### src/mexp_pkg.sv
`timescale 1ns / 1ps
`default_nettype none
// ----------------------------------------------------------------------------
// mexp_pkg
// Shared constants and types of the modular exponentiation block.
// ----------------------------------------------------------------------------
package mexp_pkg;

  localparam int WORD_WIDTH = 32;
  localparam int CNT_W      = $clog2(WORD_WIDTH);
  localparam int IDX_W      = 2;

  localparam logic [IDX_W-1:0] REG_EXPONENT = IDX_W'(0);
  localparam logic [IDX_W-1:0] REG_MODULUS  = IDX_W'(1);

  typedef logic [WORD_WIDTH-1:0] word_t;

  typedef struct packed {
    logic  start;
    word_t a;
    word_t b;
  } mul_req_t;

  typedef struct packed {
    logic  done;
    word_t product;
  } mul_rsp_t;

endpackage

`default_nettype wire

### src/modular_exponentiation_top.sv
`timescale 1ns / 1ps
`default_nettype none
// ----------------------------------------------------------------------------
// modular_exponentiation_top
// Computes message^exponent mod modulus with one shared modular multiplier.
// Each modular multiplication runs 32 shift-and-add steps between launch and
// hand-back; a beat needs 33 + popcount(exponent) of them, and a zero
// modulus gives a result of zero with no multiplication.
// One beat at a time: start is taken only while busy is low.
// Synchronous reset sets exponent to 0 and modulus to 1 and aborts any beat.
// ----------------------------------------------------------------------------
module modular_exponentiation_top
  import mexp_pkg::*;
(
  input  wire logic             clk,
  input  wire logic             rst,
  input  wire logic             start,
  output logic                  busy,
  input  wire word_t            message,
  output logic                  done,
  output word_t                 power_result,
  input  wire logic             wr_en,
  input  wire logic [IDX_W-1:0] wr_index,
  input  wire word_t            wr_data
);

  word_t    exponent;
  word_t    modulus;
  mul_req_t req;
  mul_rsp_t rsp;

  always_ff @(posedge clk) begin
    if (rst) begin
      exponent <= '0;
      modulus  <= WORD_WIDTH'(1);
    end else if (wr_en) begin
      case (wr_index)
        REG_EXPONENT: exponent <= wr_data;
        REG_MODULUS:  modulus  <= wr_data;
        default: begin
        end
      endcase
    end
  end

  mexp_seq u_seq (
    .clk          (clk),
    .rst          (rst),
    .start        (start),
    .message      (message),
    .exponent     (exponent),
    .modulus      (modulus),
    .rsp          (rsp),
    .req          (req),
    .busy         (busy),
    .done         (done),
    .power_result (power_result)
  );

  mexp_modmul u_modmul (
    .clk     (clk),
    .rst     (rst),
    .req     (req),
    .modulus (modulus),
    .rsp     (rsp)
  );

endmodule

`default_nettype wire

### src/mexp_modmul.sv
`timescale 1ns / 1ps
`default_nettype none
// ----------------------------------------------------------------------------
// mexp_modmul
// Shared modular multiplier: shift-and-add over the bits of b, most
// significant first, one bit per cycle with conditional subtractions.
// ----------------------------------------------------------------------------
module mexp_modmul
  import mexp_pkg::*;
(
  input  wire logic     clk,
  input  wire logic     rst,
  input  wire mul_req_t req,
  input  wire word_t    modulus,
  output mul_rsp_t      rsp
);

  logic             running;
  logic [CNT_W-1:0] cnt;
  word_t            acc;
  word_t            a_reg;
  word_t            b_reg;
  logic             done;

  logic [WORD_WIDTH:0] dbl_sum;
  word_t               dbl;
  logic [WORD_WIDTH:0] add_sum;
  word_t               acc_next;

  always_comb begin
    dbl_sum = {1'b0, acc} + {1'b0, acc};
    if (dbl_sum >= {1'b0, modulus}) begin
      dbl = WORD_WIDTH'(dbl_sum - {1'b0, modulus});
    end else begin
      dbl = dbl_sum[WORD_WIDTH-1:0];
    end
    add_sum  = {1'b0, dbl} + {1'b0, a_reg};
    acc_next = dbl;
    if (b_reg[WORD_WIDTH-1]) begin
      if (add_sum >= {1'b0, modulus}) begin
        acc_next = WORD_WIDTH'(add_sum - {1'b0, modulus});
      end else begin
        acc_next = add_sum[WORD_WIDTH-1:0];
      end
    end
  end

  always_ff @(posedge clk) begin
    if (rst) begin
      running <= 1'b0;
      done    <= 1'b0;
      cnt     <= '0;
    end else begin
      done <= 1'b0;
      if (req.start) begin
        running <= 1'b1;
        cnt     <= CNT_W'(WORD_WIDTH - 1);
      end else if (running) begin
        if (cnt == '0) begin
          running <= 1'b0;
          done    <= 1'b1;
        end else begin
          cnt <= cnt - 1'b1;
        end
      end
    end
  end

  always_ff @(posedge clk) begin
    if (req.start) begin
      acc   <= '0;
      a_reg <= req.a;
      b_reg <= req.b;
    end else if (running) begin
      acc   <= acc_next;
      b_reg <= {b_reg[WORD_WIDTH-2:0], 1'b0};
    end
  end

  assign rsp.done    = done;
  assign rsp.product = acc;

  a_no_restart: assert property (@(posedge clk) disable iff (rst)
    req.start |-> !running)
    else $error("multiplier started while running");

  a_acc_reduced: assert property (@(posedge clk) disable iff (rst)
    (running && $past(running) && modulus != '0 && $stable(modulus)) |-> acc < modulus)
    else $error("accumulator not reduced");

  a_done_pulse: assert property (@(posedge clk) disable iff (rst)
    done |=> !done)
    else $error("done held for more than one cycle");

endmodule

`default_nettype wire

### src/mexp_seq.sv
`timescale 1ns / 1ps
`default_nettype none
// ----------------------------------------------------------------------------
// mexp_seq
// Square-and-multiply sequencer driving the shared modular multiplier.
// ----------------------------------------------------------------------------
module mexp_seq
  import mexp_pkg::*;
(
  input  wire logic     clk,
  input  wire logic     rst,
  input  wire logic     start,
  input  wire word_t    message,
  input  wire word_t    exponent,
  input  wire word_t    modulus,
  input  wire mul_rsp_t rsp,
  output mul_req_t      req,
  output logic          busy,
  output logic          done,
  output word_t         power_result
);

  typedef enum logic [3:0] {
    ST_IDLE   = 4'b0001,
    ST_REDUCE = 4'b0010,
    ST_SQUARE = 4'b0100,
    ST_MULT   = 4'b1000
  } state_t;

  state_t           state;
  word_t            base;
  logic [CNT_W-1:0] bit_idx;

  always_ff @(posedge clk) begin
    if (rst) begin
      state     <= ST_IDLE;
      done      <= 1'b0;
      req.start <= 1'b0;
      bit_idx   <= '0;
    end else begin
      done      <= 1'b0;
      req.start <= 1'b0;
      case (state)
        ST_IDLE: begin
          if (start) begin
            if (modulus == '0) begin
              power_result <= '0;
              done         <= 1'b1;
            end else begin
              req.start <= 1'b1;
              req.a     <= WORD_WIDTH'(1);
              req.b     <= message;
              state     <= ST_REDUCE;
            end
          end
        end
        ST_REDUCE: begin
          if (rsp.done) begin
            base      <= rsp.product;
            bit_idx   <= CNT_W'(WORD_WIDTH - 1);
            req.start <= 1'b1;
            req.a     <= (modulus == WORD_WIDTH'(1)) ? '0 : WORD_WIDTH'(1);
            req.b     <= (modulus == WORD_WIDTH'(1)) ? '0 : WORD_WIDTH'(1);
            state     <= ST_SQUARE;
          end
        end
        ST_SQUARE: begin
          if (rsp.done) begin
            if (exponent[bit_idx]) begin
              req.start <= 1'b1;
              req.a     <= rsp.product;
              req.b     <= base;
              state     <= ST_MULT;
            end else if (bit_idx == '0) begin
              power_result <= rsp.product;
              done         <= 1'b1;
              state        <= ST_IDLE;
            end else begin
              bit_idx   <= bit_idx - 1'b1;
              req.start <= 1'b1;
              req.a     <= rsp.product;
              req.b     <= rsp.product;
            end
          end
        end
        ST_MULT: begin
          if (rsp.done) begin
            if (bit_idx == '0) begin
              power_result <= rsp.product;
              done         <= 1'b1;
              state        <= ST_IDLE;
            end else begin
              bit_idx   <= bit_idx - 1'b1;
              req.start <= 1'b1;
              req.a     <= rsp.product;
              req.b     <= rsp.product;
              state     <= ST_SQUARE;
            end
          end
        end
        default: begin
          state <= ST_IDLE;
        end
      endcase
    end
  end

  assign busy = (state != ST_IDLE);

  a_result_range: assert property (@(posedge clk) disable iff (rst)
    done |-> (power_result < modulus) || (modulus == '0 && power_result == '0))
    else $error("result not reduced");

  a_accept_progress: assert property (@(posedge clk) disable iff (rst)
    (start && !busy) |=> (busy || done))
    else $error("accepted beat produced neither work nor result");

  a_idle_no_launch: assert property (@(posedge clk) disable iff (rst)
    (state == ST_IDLE && !start) |=> !req.start)
    else $error("multiplication launched while idle");

endmodule

`default_nettype wire
### config.mk
export PLATFORM = sky130hd
export DESIGN_NAME = modular_exponentiation_top
export DESIGN_NICKNAME = d
export VERILOG_FILES = /design/src/mexp_pkg.sv /design/src/modular_exponentiation_top.sv /design/src/mexp_modmul.sv /design/src/mexp_seq.sv
export SDC_FILE = /design/constraint.sdc
export NUM_CORES = 1
export LEC_CHECK = 0
export BUFFER_PORTS_ARGS = -buffer_cell sky130_fd_sc_hd__buf_2
export CAP_MARGIN = 5
export CORE_UTILIZATION = 55
export DETAILED_ROUTE_END_ITERATION = 7
export MAX_ROUTING_LAYER = met4
export PLACE_DENSITY = 0.85
export SYNTH_ARGS = -nofsm -noshare
export SYNTH_HDL_FRONTEND = slang
export SYNTH_SLANG_ARGS = --single-unit
### constraint.sdc
create_clock -name clk -period 8.45 [get_ports clk]
set_input_delay 1.2675 -clock clk [delete_from_list [all_inputs] [get_ports clk]]
set_output_delay 1.2675 -clock clk [all_outputs]
set_load 0.005 [all_outputs]
# [After elaboration in Yosys (flattened, before gate mapping)]
# Cells that the tools add are included.
[totals] ff_bits=306 in_bits=70 output_inout_bits=34 word_cells=112
[classes] addsub=6 magnitude_cmp=3 n_eq_ne=16 n_mux=52 n_bitwise=2 reduce_logical=17
[op_table] cell="$mux W65" n=7
[op_table] cell="$mux W32" n=11
[op_table] cell="$pmux W65 S4" n=1
[op_table] cell="$pmux W32 S3" n=1
[op_table] cell="$add A32 B32 Y33" n=2
[op_table] cell="$ge A33 B32 Y1" n=2
[op_table] cell="$sub A32 B32 Y32" n=2
[op_table] cell="$mux W5" n=8
[op_table] cell="$eq A32 B1 Y1 const B" n=1
[op_table] cell="$logic_not A32 Y1" n=1
[op_table] cell="$mux W4" n=7
[op_table] cell="$pmux W4 S4" n=1
[op_table] cell="$pmux W5 S3" n=1
[op_table] cell="$reduce_and A7 Y1" n=2
[op_table] cell="$mux W1" n=12
[op_table] cell="$logic_not A5 Y1" n=2
[op_table] cell="$sub A5 B1 Y5 const B" n=2
[op_table] cell="$ne A2 B1 Y1 const B" n=4
[op_table] cell="$ne A2 B2 Y1 const B" n=4
[op_table] cell="$lt A5 B6 Y1 const B" n=1
[op_table] cell="$reduce_and A2 Y1" n=3
[op_table] cell="$reduce_and A6 Y1" n=1
[op_table] cell="$reduce_bool A3 Y1" n=2
[op_table] cell="$bmux W1 S5" n=1
[op_table] cell="16 further kinds" n=17

# [Depth between registers and ports, before layout]
# Gate-level depths: netlist of the first run.
[depth] word_depth=7 ltp_mapped=37 mapped_depth_nobuf=33

# [By module]
# Synthesis of the first run repeated with hierarchy kept, for this count alone.
[unflattened] hier_cells=1986 area_unflattened_um2=19520.0
[modules_own_cells] mod="mexp_modmul" n_inst=1 cells_each=1178 area_per_inst_um2=10112.2 seq_area_each_um2=2702.6
[modules_own_cells] mod="mexp_seq" n_inst=1 cells_each=561 area_per_inst_um2=6726.5 seq_area_each_um2=4063.9
[modules_own_cells] mod="modular_exponentiation_top" n_inst=1 cells_each=247 area_per_inst_um2=2681.3 seq_area_each_um2=1281.2

# [Worst setup path after synthesis of the first run]
# OpenSTA, ideal clock, no wires.
[synth_timing] path_kind="register -> register" start="register modulus[3]" end="register u_modmul.acc[15]" setup_ns=0.122 arrival_ns=6.895 required_ns=8.328 slack_ns=1.433 stages_incl_launch_ff=36 path_buffers=4 synth_period_minus_slack_ns=7.017 path_cell_list="dfxtp_1 > inv_1 > ha_1 > and3_1 > o21ai_0 > a211oi_1 > o21ai_0 > a21boi_1 > a211oi_2 > a21oi_1 > nor2_1 > buf_2 > buf_2 > nor2_1 > ha_1 > inv_1 > fa_1 > nor2b_1 > o31ai_1 > a211oi_1 > nor3_2 > a21oi_1 > o21bai_1 > xnor2_1 > ha_1 > buf_2 > a21o_1 > a21o_1 > a21o_1 > a311o_1 > nor2b_1 > a211oi_2 > nand2_1 > buf_2 > mux2_1 > a221o_1"
[synth_between] elab_chain_len=6 elab_cells_between_ends=8 classes_between="add/sub (3); order compare (2); mux (3)"
[synth_lines] item="from (decl)" line_no="modular_exponentiation_top.sv:28" source="word_t modulus;"
[synth_lines] item="from (signal assigned)" line_no="modular_exponentiation_top.sv:39" source="REG_MODULUS: modulus <= wr_data;"
[synth_lines] item="$sub A32 B32 Y32 or $ge A33 B32 Y1 (tied branches)" line_no="mexp_modmul.sv:33, mexp_modmul.sv:32"
[synth_lines] item="$mux W32" line_no="mexp_modmul.sv:32" source="if (dbl_sum >= {1'b0, modulus}) begin"
[synth_lines] item="$add A32 B32 Y33" line_no="mexp_modmul.sv:37" source="add_sum = {1'b0, dbl} + {1'b0, a_reg};"
[synth_lines] item="$sub A32 B32 Y32 or $ge A33 B32 Y1 (tied branches)" line_no="mexp_modmul.sv:41, mexp_modmul.sv:40"
[synth_lines] item="$mux W32" line_no="mexp_modmul.sv:40" source="if (add_sum >= {1'b0, modulus}) begin"
[synth_lines] item="$mux W32 (*)" line_no="mexp_modmul.sv:39" source="if (b_reg[WORD_WIDTH-1]) begin"
[synth_lines] item="to (signal assigned)" line_no="mexp_modmul.sv:75" source="acc <= acc_next;"
[synth_lines] item="to (decl)" line_no="mexp_modmul.sv:20" source="word_t acc;"
# Every way passes the cells marked *; elsewhere a longest branch is shown, timed or not.
# A chain may end at the register's enable or synchronous reset.

# [Final worst setup path of the first run]
[layout_timing] start="register modulus[12]" end="register u_modmul.acc[14]"
# Same word-level chain as after synthesis.

==> flow_summary_export.csv, run 1 <==
group,metric,value,unit
global_route,antenna_found_initial,0,
timing,fmax,126,MHz
global_route,grt-ovfl-total,0,
logic_synthesis,ys_warn_count,0,
timing,maxSlewHeadroom,0.171,
logic_synthesis,synth_top_area_frac,0.306,
clock_network,insertion_delay,0.54,ns
clock_network,cts_hold_buf,0,
global_route,grt_pass1_wl,94600,µm
placed_design,gp_congestion,1.04,
timing,maxSlewViolCount,0,
critical_path,cp_slowest_stage_delay,0.41,ns
die,num_rows,67,
timing,setup_viol,0,
die,coreArea,33600,µm²
critical_path,critPathMaxFanout,19,
timing,finClkSkew,0.0230,ns
die,start_util,0.560,
timing,finalCritPeriodShare,0.937,
logic_synthesis,netlist_top_cells_count,"nand2_1 (352), a21oi_1 (219), edfxtp_1 (192)",
logic_synthesis,syn-instance-count,2042,
global_route,grt_max_degree,86,
clock_network,clk_path_buf_depth,3,
timing,tns,0,ns
routing,viasPerCell,6.53,
die,die_h,187,µm
clock_network,cts_tree,"built",
global_route,track_usage,0.359,
placed_design,dp_hpwl,44500,µm
routing,drc_errors,0,
logic_synthesis,ys_ff_latch,306,
routing,num_vias,17232,
timing,rsz0062_at_grt,"no",
logic_synthesis,synth-seq-area-share,0.427,
timing,min_period,7.91,ns
logic_synthesis,synth.largest_area_cell,"edfxtp_1",
global_route,grt_pass1_vias,16247,
critical_path,start_kind,"flop",
routing,drtPass1Iterations,5,
logic_synthesis,yosysMostFrequentCell,"nand2_1",
final_layout,top_register,"u_seq.req",
logic_synthesis,syn-cell-area,18800,µm²
worst_hold_path,hp-class,"flop to flop",
final_layout,stdcell_count,2640,
logic_synthesis,synth.area.top_cells,"edfxtp_1 (31%), dfxtp_1 (12%), nand2_1 (7.0%)",
clock_network,cts_max_level,2,
clock_network,cts_made_buffers,35,
die,die_area,35000,µm²
critical_path,cp_common_cell,"buf_4",
timing,hold_violations,0,
routing,first_iter_violations,2002,
final_layout,largest_reg_flops,65,
logic_synthesis,synth.avg_cell_area,9.22,µm²
final_layout,nNetsFinal,2338,
routing,wl_per_cell,23.4,µm
logic_synthesis,synth_edf_count,192,
clock_network,root_buffer,"clkbuf_16",
critical_path,rrSetupSlack,0.54,ns
run,cap_viol_max_count,0,
logic_synthesis,ys_async_sr_fraction,0,
clock_network,cts.sinks,306,
routing,routed_wl,61700,µm
critical_path,required,8.86,ns
clock_network,post_cts_buffers,0,
critical_path,critPathCaptureType,"flop",
outcome,status,"finished clean",
placed_design,placedCellCount,2577,
critical_path,slowest_stage,"ha_1",
die,die_w,187,µm
clock_network,ctsResizeCount,0,
critical_path,arrival,8.32,ns
final_layout,drive_above_1_share,0.170,
die,ioPinCount,104,
final_layout,syn2layout_area_growth,13.8,%
logic_synthesis,synthesis.nets,2214,
logic_synthesis,ys_types,82,
clock_network,clk_pin_slew,0.07,ns
critical_path,worstSetupPathType,"flop to flop",
placed_design,portBuffers,103,
logic_synthesis,synthFlopType,"edfxtp_1",
timing,tightest_slew,1.24,ns
routing,detail-route-antenna-nets,0,
-- critical path, delay by kind of cell, from the launching register on --
kind	cells	cell delay (ns)
buf+inv	7	1.27
fa+ha+maj	3	1.11
flops	1	0.36
compound gates	17	3.65
xor+xnor	1	0.28
simple gates	5	0.79
mux	1	0.28
-- final cells by class --
cell class	instances	area, µm²
sequential	306	8050
timing repair buffer	203	1290
tap	448	561
fill	2675	12200
inverter	78	293
clock inverter	19	198
clock buffer	43	968
antenna	1	2.50
multi-input combinational	1542	10100
-- final timing paths --
path / start / to / cells after the start
setup / recovery: modulus[12]$_SDFFE_PP0P_ / u_modmul.acc[14]$_SDFFE_PP0P_ / 34
hold / removal: u_seq.req[63]$_DFFE_PP_ / u_modmul.a_reg[31]$_DFFE_PP_ / 0
hold reg to reg: u_seq.req[63]$_DFFE_PP_ / u_modmul.a_reg[31]$_DFFE_PP_ / 0
setup reg to reg: modulus[12]$_SDFFE_PP0P_ / u_modmul.acc[14]$_SDFFE_PP0P_ / 34
-- stage by stage --
step	setup slack, ns	cell area (µm²)	util	hold WS (ns)
floorplan	1.43	18800	-	0.427
global placement	0.496	20200	0.602	0.431
detailed placement	0.374	20200	0.602	0.437
CTS	0.304	21400	0.637	0.447
global route	0.0686	21400	0.637	0.458
finish	0.536	21400	0.637	0.449
-- logic make-up after synthesis --
| logic type | share of synthesized area |
|---|---|
| fa+ha+maj | 0.0690 |
| xor+xnor | 0.0381 |
| flops | 0.427 |
| simple gates | 0.158 |
| compound gates | 0.224 |
| mux | 0.0419 |
| buf+inv | 0.0414 |
-- layout by cell type (no fill, tap or decap), drive strengths merged, types with 43 or more instances in the layout --
master,instances
nand2,353
a21o,61
ha,99
xnor2,61
a21oi,249
inv,82
edfxtp,192
buf,203
o21ai,75
nor2,126
clkbuf,43
dfxtp,114
mux2,43
-- routing by layer --
| layer | global-route usage | up-vias | wire length (µm) |
|---|---|---|---|
| met3 | 0.0514 | 211 | 6330 |
| met5 | - | - | 0 |
| met4 | 0.148 | 0 | 2870 |
| li1 | - | 7765 | - |
| met2 | 0.561 | 1045 | 28100 |
| met1 | 0.471 | 8211 | 24400 |
Power of run 1 is left out: the tool's default activity adds up to more than one toggle a clock period on the data nets, which glitch-free logic cannot reach.
==> run 2: changes to the inputs <==
BUFFER_PORTS_ARGS = -buffer_cell sky130_fd_sc_hd__buf_4   (was -buffer_cell sky130_fd_sc_hd__buf_2)
TNS_END_PERCENT = 100   (was not set)
==> flow_summary_export.csv, run 2 (synthesis results as in run 1) <==
group,metric,value,unit
clock_network,clk_path_buf_depth,3,
clock_network,insertion_delay,0.52,ns
timing,min_period,8.11,ns
timing,finClkSkew,0.0131,ns
die,die_w,187,µm
die,coreArea,33600,µm²
worst_hold_path,hp-class,"flop to flop",
run,cap_viol_max_count,0,
critical_path,required,8.83,ns
placed_design,place_area,20400,µm²
clock_network,post_cts_buffers,0,
critical_path,r2r-end,"u_modmul.acc[11]$_SDFFE_PP0P_",
clock_network,cts_tree,"built",
critical_path,slowest_stage,"dfxtp_1",
routing,drtPass1Iterations,5,
routing,detail-route-antenna-nets,0,
timing,maxSlewHeadroom,0.192,
worst_hold_path,worstHoldEndpoint,"exponent[11]$_SDFFE_PP0P_",
die,ioPinCount,104,
outcome,status,"finished clean",
routing,first_iter_violations,2157,
global_route,grt_pass1_vias,16332,
timing,tightest_slew,1.21,ns
final_layout,top_register,"u_seq.req",
global_route,antenna_found_initial,0,
final_layout,layout_commonest_cell,"nand2_1",
global_route,grt_max_degree,86,
clock_network,cts.sinks,306,
final_layout,largest_reg_flops,65,
clock_network,cts_made_buffers,35,
critical_path,rr_worst_depth,33,
die,start_util,0.560,
die,die_h,187,µm
worst_hold_path,worstHoldStart,"exponent[11]$_SDFFE_PP0P_",
critical_path,rrSetupSlack,0.34,ns
worst_hold_path,min_path_cells,2,
critical_path,critPathCaptureType,"flop",
final_layout,syn2layout_area_growth,15.1,%
placed_design,dp_hpwl,44500,µm
routing,drc_errors,0,
clock_network,cts_max_level,2,
placed_design,portBuffers,103,
timing,finalCritPeriodShare,0.960,
die,num_rows,67,
critical_path,worstSetupPathType,"flop to flop",
global_route,grt_pass1_wl,94900,µm
routing,num_vias,17051,
global_route,grt-ovfl-total,0,
placed_design,gp_congestion,1.04,
clock_network,clk_pin_slew,0.06,ns
clock_network,root_buffer,"clkbuf_16",
final_layout,fin_area,21700,µm²
timing,hold_violations,0,
critical_path,cp_slowest_stage_delay,0.64,ns
routing,wl_per_cell,23.4,µm
die,die_area,35000,µm²
final_layout,drive_above_1_share,0.168,
global_route,track_usage,0.359,
timing,setup_viol,0,
critical_path,arrival,8.49,ns
timing,maxSlewViolCount,0,
critical_path,r2r-start,"u_modmul.acc[0]$_SDFFE_PP0P_",
critical_path,critPathMaxFanout,21,
final_layout,mostFrequentLayoutCells,"nand2_1 (352), a21oi_1 (218), buf_4 (193)",
routing,routed_wl,61700,µm
timing,fmax,123,MHz
final_layout,nNetsFinal,2330,
critical_path,start_kind,"flop",
routing,viasPerCell,6.47,
==> run 2: worst max path at each step <==
stage | startpoint | endpoint | cells past startpoint
6_report | u_modmul.acc[0]$_SDFFE_PP0P_ | u_modmul.acc[11]$_SDFFE_PP0P_ | 33
3_5_place_dp | modulus[3]$_SDFFE_PP0P_ | u_modmul.acc[11]$_SDFFE_PP0P_ | 34
3_3_place_gp | modulus[2]$_SDFFE_PP0P_ | u_modmul.acc[15]$_SDFFE_PP0P_ | 33
5_1_grt | modulus[1]$_SDFFE_PP0P_ | u_modmul.acc[11]$_SDFFE_PP0P_ | 34
2_1_floorplan | modulus[3]$_SDFFE_PP0P_ | u_modmul.acc[15]$_SDFFE_PP0P_ | 35
4_1_cts | modulus[3]$_SDFFE_PP0P_ | u_modmul.acc[11]$_SDFFE_PP0P_ | 34
==> run 2: timing repair <==
action                     in CTS  in global routing
setup endpoints to repair       0                 32
resized for setup               0                  5
hold buffers                    0                  0
==> run 2: worst max-delay path, delay by kind of cell, from the launching register on <==
kind / cells / cell delay, ns
fa+ha+maj: 4 / 1.24
buf+inv: 3 / 0.47
compound gates: 17 / 4.10
simple gates: 7 / 0.94
mux: 1 / 0.29
flops: 1 / 0.64
xor+xnor: 1 / 0.26
==> run 2: area by class of cell <==
type / instances / area, µm²
clock inverter: 22 / 262
timing repair buffer: 195 / 1490
fill: 2671 / 11900
inverter: 78 / 293
clock buffer: 42 / 955
antenna: 1 / 2.50
multi-input combinational: 1542 / 10100
tap: 448 / 561
sequential: 306 / 8050
==> run 2: per-stage QoR <==
| stage | setup WS, ns | utilization | TNS (ns) | cells | hold slack [ns] |
|---|---|---|---|---|---|
| after floorplan | 1.43 | - | 0 | 2042 | 0.427 |
| after global placement | 0.321 | 0.608 | 0 | 2569 | 0.432 |
| after detailed placement | 0.248 | 0.608 | 0 | 2569 | 0.440 |
| after CTS | 0.205 | 0.644 | 0 | 2633 | 0.452 |
| after global routing | -0.0176 | 0.645 | -0.0320 | 2633 | 0.458 |
| final | 0.339 | 0.645 | 0 | 2634 | 0.452 |
==> run 2: routing by layer <==
layer	vias up	global-route usage	share of wire
met5	-	-	0
met4	0	0.117	0.034
met3	145	0.0499	0.095
met2	982	0.556	0.46
met1	8176	0.487	0.41
li1	7748	-	-
Power of run 2 is left out for the same reason.
